===== config.mk =====
export PLATFORM = sky130hd
export DESIGN_NAME = chte_ctrl
export DESIGN_NICKNAME = d
export VERILOG_FILES = /design/src/hdl/chte_pkg.sv /design/src/hdl/chte_ctrl.sv
export SDC_FILE = /design/constraint.sdc
export NUM_CORES = 1
export LEC_CHECK = 0
export BUFFER_PORTS_ARGS = -buffer_cell sky130_fd_sc_hd__buf_2
export CAP_MARGIN = 20
export CORE_MARGIN = 2
export CORE_UTILIZATION = 40
export CTS_CLUSTER_DIAMETER = 50
export DETAILED_ROUTE_END_ITERATION = 8
export PLACE_DENSITY = 0.73
export SYNTH_ARGS = -nofsm -noshare
export SYNTH_HDL_FRONTEND = slang
export SYNTH_SLANG_ARGS = --single-unit

===== constraint.sdc =====
create_clock -name clk -period 1.3 [get_ports clk]
set_clock_uncertainty 0.05 [all_clocks]
set_input_delay 0.195 -clock clk [delete_from_list [all_inputs] [get_ports clk]]
set_output_delay 0.195 -clock clk [all_outputs]
set_load 0.01 [all_outputs]

===== src/hdl/chte_pkg.sv =====
// Package for the chained hash table engine: payload structs, opcodes,
// status codes, controller states and the controller/datapath command struct.
// No dependencies.
package chte_pkg;

  localparam logic [63:0] HASH_MULT = 64'h0000_0000_045d_9f3b;

  typedef enum logic [1:0] {
    OP_INSERT = 2'd0,
    OP_REMOVE = 2'd1,
    OP_LOOKUP = 2'd2,
    OP_NOP    = 2'd3
  } opcode_t;

  typedef enum logic [1:0] {
    ST_OK        = 2'd0,
    ST_NOT_FOUND = 2'd1,
    ST_FULL      = 2'd2
  } status_t;

  typedef struct packed {
    logic [1:0]         opcode;
    logic signed [63:0] key;
    logic [63:0]        value;
  } in_item_t;

  typedef struct packed {
    logic [1:0]  status;
    logic        found;
    logic [63:0] read_value;
    logic [8:0]  buckets_in_use;
    logic [11:0] entry_total;
  } out_item_t;

  typedef enum logic [3:0] {
    S_IDLE,
    S_MUL1_LO,
    S_MUL1_HI,
    S_MUL2_LO,
    S_MUL2_HI,
    S_MOD,
    S_FILL,
    S_DISPATCH,
    S_SCAN_RD,
    S_SCAN_CMP,
    S_SHIFT_RD,
    S_SHIFT_WR,
    S_COMMIT,
    S_OUT
  } state_t;

  // Commands from the controller to the datapath.
  typedef struct packed {
    logic load;
    logic mul_lo;
    logic mul_hi;
    logic mod_start;
    logic fill_rd;
    logic scan_rd;
    logic shift_rd;
    logic shift_wr;
    logic ins_wr;
    logic commit_ins;
    logic commit_rem;
    logic result_miss;
    logic result_full;
    logic result_ok;
  } dp_cmd_t;

  // Status from the datapath to the controller.
  typedef struct packed {
    logic    mod_done;
    logic    bucket_full;
    logic    bucket_empty;
    logic    key_match;
    logic    scan_last;
    logic    shift_last;
    opcode_t op;
  } dp_stat_t;

endpackage


===== src/hdl/chte_ctrl.sv =====
// Controller state machine of the hash table engine: sequences hashing,
// bucket scan, slot shift and commit. Depends on chte_pkg.
module chte_ctrl import chte_pkg::*; (
  input  logic     clk,
  input  logic     rst_n,
  input  logic     in_valid,
  output logic     in_ready,
  output logic     out_valid,
  input  logic     out_ready,
  input  dp_stat_t stat,
  output dp_cmd_t  cmd
);

  state_t state_r, state_nxt;
  logic   fill_wait_r, fill_wait_nxt;
  logic   mod_started_r;

  always_comb begin
    state_nxt     = state_r;
    fill_wait_nxt = 1'b0;
    case (state_r)
      S_IDLE:     if (in_valid) state_nxt = S_MUL1_LO;
      S_MUL1_LO:  state_nxt = S_MUL1_HI;
      S_MUL1_HI:  state_nxt = S_MUL2_LO;
      S_MUL2_LO:  state_nxt = S_MUL2_HI;
      S_MUL2_HI:  state_nxt = S_MOD;
      S_MOD:      if (stat.mod_done) state_nxt = S_FILL;
      S_FILL: begin
        // Table read, then the fill register takes its value.
        fill_wait_nxt = !fill_wait_r;
        if (fill_wait_r) state_nxt = S_DISPATCH;
      end
      S_DISPATCH: begin
        if (stat.op == OP_INSERT) state_nxt = S_COMMIT;
        else if (stat.op == OP_NOP || stat.bucket_empty) state_nxt = S_OUT;
        else state_nxt = S_SCAN_RD;
      end
      S_SCAN_RD:  state_nxt = S_SCAN_CMP;
      S_SCAN_CMP: begin
        if (stat.key_match) begin
          if (stat.op == OP_REMOVE)
            state_nxt = stat.scan_last ? S_COMMIT : S_SHIFT_RD;
          else
            state_nxt = S_OUT;
        end else if (stat.scan_last) begin
          state_nxt = S_OUT;
        end else begin
          state_nxt = S_SCAN_RD;
        end
      end
      S_SHIFT_RD: state_nxt = S_SHIFT_WR;
      S_SHIFT_WR: state_nxt = stat.shift_last ? S_COMMIT : S_SHIFT_RD;
      S_COMMIT:   state_nxt = S_OUT;
      S_OUT:      if (out_ready) state_nxt = S_IDLE;
      default:    state_nxt = S_IDLE;
    endcase
  end

  always_comb begin
    cmd       = '0;
    in_ready  = 1'b0;
    out_valid = 1'b0;
    case (state_r)
      S_IDLE: begin
        in_ready = 1'b1;
        cmd.load = in_valid;
      end
      S_MUL1_LO:  cmd.mul_lo = 1'b1;
      S_MUL1_HI:  cmd.mul_hi = 1'b1;
      S_MUL2_LO:  cmd.mul_lo = 1'b1;
      S_MUL2_HI:  cmd.mul_hi = 1'b1;
      // The modulo unit starts in the first cycle here, once the hash has settled.
      S_MOD:      cmd.mod_start = !mod_started_r;
      S_FILL:     cmd.fill_rd = !fill_wait_r;
      S_DISPATCH: begin
        if (stat.op != OP_INSERT && stat.op != OP_NOP && stat.bucket_empty)
          cmd.result_miss = 1'b1;
      end
      S_SCAN_RD:  cmd.scan_rd = 1'b0;
      S_SCAN_CMP: begin
        cmd.scan_rd = 1'b1;
        if (!stat.key_match && stat.scan_last) cmd.result_miss = 1'b1;
      end
      S_SHIFT_RD: cmd.shift_rd = 1'b1;
      S_SHIFT_WR: cmd.shift_wr = 1'b1;
      S_COMMIT: begin
        if (stat.op == OP_INSERT) begin
          if (stat.bucket_full) cmd.result_full = 1'b1;
          else begin
            cmd.ins_wr     = 1'b1;
            cmd.commit_ins = 1'b1;
          end
        end else begin
          cmd.commit_rem = 1'b1;
        end
      end
      S_OUT:      out_valid = 1'b1;
      default:    cmd = '0;
    endcase
  end

  always_ff @(posedge clk) begin
    if (!rst_n) begin
      state_r       <= S_IDLE;
      fill_wait_r   <= 1'b0;
      mod_started_r <= 1'b0;
    end else begin
      state_r       <= state_nxt;
      fill_wait_r   <= fill_wait_nxt;
      mod_started_r <= (state_r == S_MOD);
    end
  end

endmodule


Yosys cells after proc, flatten, opt, wreduce, memory -nomap -nowiden. Cells that the tools add are included.

Memory bits (writable): 0. Output and inout port bits: 16. Bits in latches: 0. Memories: 0. Memory bits (read-only): 0. Register bits: 6.

Magnitude comparators: 0. Bitwise logic cells: 0. Div/mod/pow operators: 0. Mux-type cells: 32. Shift operators: 0. $add $sub $neg: 0. $mul: 0. Equality and inequality tests: 20. Reductions and logical operators: 13.

Operators by type and width (count): case mux 4 bit (14 select lines) (1); == test 4 bit (second input constant) (6); two-way mux 3 bit (7); two-way mux 4 bit (5); == test 4 x 3 -> 1 bit (second input constant) (4); two-way mux 1 bit (16); != test 2 bit (second input constant) (5); == test 4 x 2 -> 1 bit (second input constant) (2); == test 4 x 1 -> 1 bit (second input constant) (1); zero test 4 bit (1); two-way mux 2 bit (2); AND reduction 4 bit (1); OR reduction 2 bit (2); logical AND 1 bit (3); zero test 1 bit (3); == test 2 x 1 -> 1 bit (second input constant) (1); == test 2 bit (second input constant) (1); zero test 2 bit (1); case mux 1 bit (2 select lines) (1); nonzero test 2 bit (1); logical OR 1 bit (1).

Depth between registers and ports, before layout.
Depth in word-level cells: 5. Mapped depth: 6. Depth with buffers taken out: 6.

Least setup slack after synthesis. OpenSTA, ideal clock, no wires.

Kind: register -> output. From: register state_r[2]. To: output cmd[5] in the netlist's numbering. Data required time: 1.055 ns. Buffers on the path: 2. Arrival time: 1.235 ns. Stages on the path, launching flop included: 5. Setup slack: -0.180 ns. Cell sequence: dfxtp_1 -> buf_4 -> nand2b_1 -> nor4_1 -> buf_4.

RTL lines: start, declared (line chte_ctrl.sv:14) `state_t state_r, state_nxt;`; start signal, assigned (line chte_ctrl.sv:108) `state_r <= state_nxt;`; end, declared (line chte_ctrl.sv:11) `output dp_cmd_t cmd`.

==> flow_summary.toml <==
[final_layout]
drive_gt1_share_pct = 64.7
syn_to_final_growth_pct = 88.5
multi_input_area_um2 = 493
fill_cells = 94
seq_area_um2 = 130
antenna_cells = 0
nets = 153

[power_and_ir_drop]
p_leak_nw = 0.569
peakVddDrop_v = 0.000396
p_int_mw = 0.527
swShare_pct = 34.0
pwr-share-clk_pct = 22.1
p_switching_mw = 0.271
powerDensity_nw_per_um2 = 696
p_comb_share_pct = 51.8
seq_power_share_pct = 26.1

[floorplanning]
die_x_um = 43.0
coreArea_um2 = 1470
row_count = 14
pin_count = 28
die_h_um = 43.0
initial_core_util_pct = 41.3
dieArea_um2 = 1850

[routing]
drtIter0Drc = 6
num_vias = 815
drcViolationCount = 0
wl_per_cell_um = 13.5
drt-total-wl_um = 2050
routed_via_density = 5.36
ant_nets = 0
drt_first_pass_iters = 4

[timing]
fin_crit_sh_pct = 126
setup_viol = 19
rsz0062_at_grt = "yes"
fmax_mhz = 611
min_period_ps = 1640
drv_slew = 0
worst_slack_ps = -337
final_hold_viol_count = 0
holdWs_ps = 226

[synth]
syn-cell-area_um2 = 608
synth_async_sr_flop_share_pct = 0
synth_fp_nets = 95
yosys_most_used_dff = "dfxtp_1"
ys_seq_area_share_pct = 19.8
ys_seq_elements = 6
synth_edf_count = 0
yosys_warnings = 0
ys_types = 35
syn_area_per_cell_um2 = 7.60
synth_cells = 80

[placed_design]
gp_congestion = 0.849
portBuffers = 26
dp_hpwl_um = 1320
place_ws_ps = -171

[global_route]
grt_pass1_vias = 800
grt_antenna_before_repair = 0
grtUsageTotal_pct = 22.6
grt_start_max_net_pins = 9
grt_pass1_wl_um = 3150
grt.overflow.total = 0

[worst_setup_path]
crit_chain = "or4_4 -> inv_4 -> and2_4 -> buf_6"
r2r-end = "state_r[2]"
worst_setup_path_end_kind = "primary output"
reg2regPathDepth = 5
crit_arrival_ps = 1390
cp_top_family = "simple AND/OR/NAND/NOR gates"
cp-start-kind = "flip-flop"
worst-r2r-setup-slack_ps = -270
cp_slowest_cell = "or4_4"
cp.buffers_inverters = 2
r2r-start = "state_r[0]"
crit_type = "flip-flop to primary output"
cp_slowest_stage_delay_ps = 550
path_max_fanout = 3
required_ps = 1050

[run]
cap_viol_max_count = 0

[worst_hold_path]
hp-class = "input pin to flip-flop"
hp-start = "rst_n"
holdPathEnd = "fill_wait_r"
holdPathStages = 3

[outcome]
violations = "setup timing"
outcome = "complete, but fails checks"

[cts]
clkSinkCount = 6
cts.htree.levels = 1
clockBufferDepth = 2
clkTransAtPathRegs_ps = 40
clk_latency_ps = 250
cts_tree = "done"
numCtsBuffers = 3
holdBufCountCts = 0
cts-root-buf = "clkbuf_4"
## final cells by class
class	instances	area share, %
multi-input combinational	60	43.0
timing repair buffer	60	39.2
sequential	6	11.4
inverter	7	2.73
clock buffer	3	1.97
tap	16	1.75
## per-layer routing
layer  track usage (%)  part of all wire (%)  up-vias
met2              42.7                    54       36
met1              22.4                    38      375
met3              2.98                   5.6        6
met4              14.5                   2.8        0
met5                 0                     0        -
li1                  -                     -      398
## worst reg2reg max path: stages (launching register included)
cell and delay, ps:
dfxtp_2 320, or4_4 550, buf_4 160, o32ai_4 140, nor2_2 80, mux2i_1 190
## state kept, by name, summed over array words and instances, names as in the netlist
| name | cells |
|---|---|
| fill_wait_r | 1 |
| state_r | 4 |
| mod_started_r | 1 |
## worst max path at each step
stage	from	to	depth (start not counted)
2_1_floorplan	state_r[0]	state_r[2]	4
3_3_place_gp	state_r[2]	cmd[13]	4
3_5_place_dp	state_r[3]	state_r[2]	6
4_1_cts	state_r[0]	cmd[13]	4
5_1_grt	state_r[0]	cmd[13]	4
6_report	state_r[0]	cmd[13]	4
## power groups by stage
stage          logic [mW]  registers, mW  clock network, mW
6_report            0.413          0.208              0.176
4_1_cts             0.397          0.207              0.180
2_1_floorplan       0.176          0.209                  0
3_5_place_dp        0.292          0.210                  0
3_3_place_gp        0.289          0.209                  0
5_1_grt             0.440          0.210              0.189
## cell usage after synthesis, types with 2 or more instances
cell type / number / share of area (%)
nor4_1: 5 / 5.1
ha_1: 3 / 6.2
buf_4: 4 / 4.9
inv_1: 6 / 3.7
nand2_1: 7 / 4.3
a21oi_1: 2 / 1.6
nor3_1: 4 / 3.3
buf_2: 3 / 2.5
o211ai_1: 3 / 3.7
nor2b_1: 2 / 2.1
dfxtp_1: 6 / 20
nand2b_1: 3 / 3.1
o21ai_0: 4 / 3.3
nor2_1: 7 / 4.3
## metrics by stage
stage               total power [mW]  TNS (ps)  std cells  utilization, %  instance area [um^2]
CTS                            0.784     -3980        150            75.3                  1110
floorplan                      0.385      -127         80               -                   621
finish                         0.798     -4140        152            77.9                  1150
global route                   0.839     -5020        152            77.9                  1150
detailed placement             0.503     -1010        136            60.0                   883
global placement               0.498      -539        136            60.0                   883
## what timing repair did
item | in CTS | in global routing
buffers inserted | 11 | 3
pin swaps | 13 | 5
cloned | 0 | 0
resized for setup | 32 | 5
endpoints found under the setup margin | 19 | 19
## cell usage in the layout (no fill, tap or decap), drive strengths merged, types with 2 or more instances in the layout
master	synthesis	final
buf	7	60
nor2	8	8
nand2	8	8
inv	7	7
dfxtp	6	6
nor3	5	5
nor4	5	5
o21ai	4	4
o211ai	3	3
ha	3	3
clkbuf	0	3
nand2b	3	3
nor2b	2	2
a21oi	2	2
## cell families (layout without fill, tap and decap cells)
logic type / after synthesis / in the layout / synth area share (%)
fa+ha+maj: 3 / 3 / 6.17
compound gates: 17 / 17 / 23.0
simple gates: 36 / 36 / 33.7
mux: 2 / 2 / 3.50
other cells: 1 / 1 / 0.617
xor+xnor: 1 / 1 / 1.44
flops: 6 / 6 / 19.8
buf+inv: 14 / 70 / 11.7
Note: power is estimated with default switching activity, not from simulation.
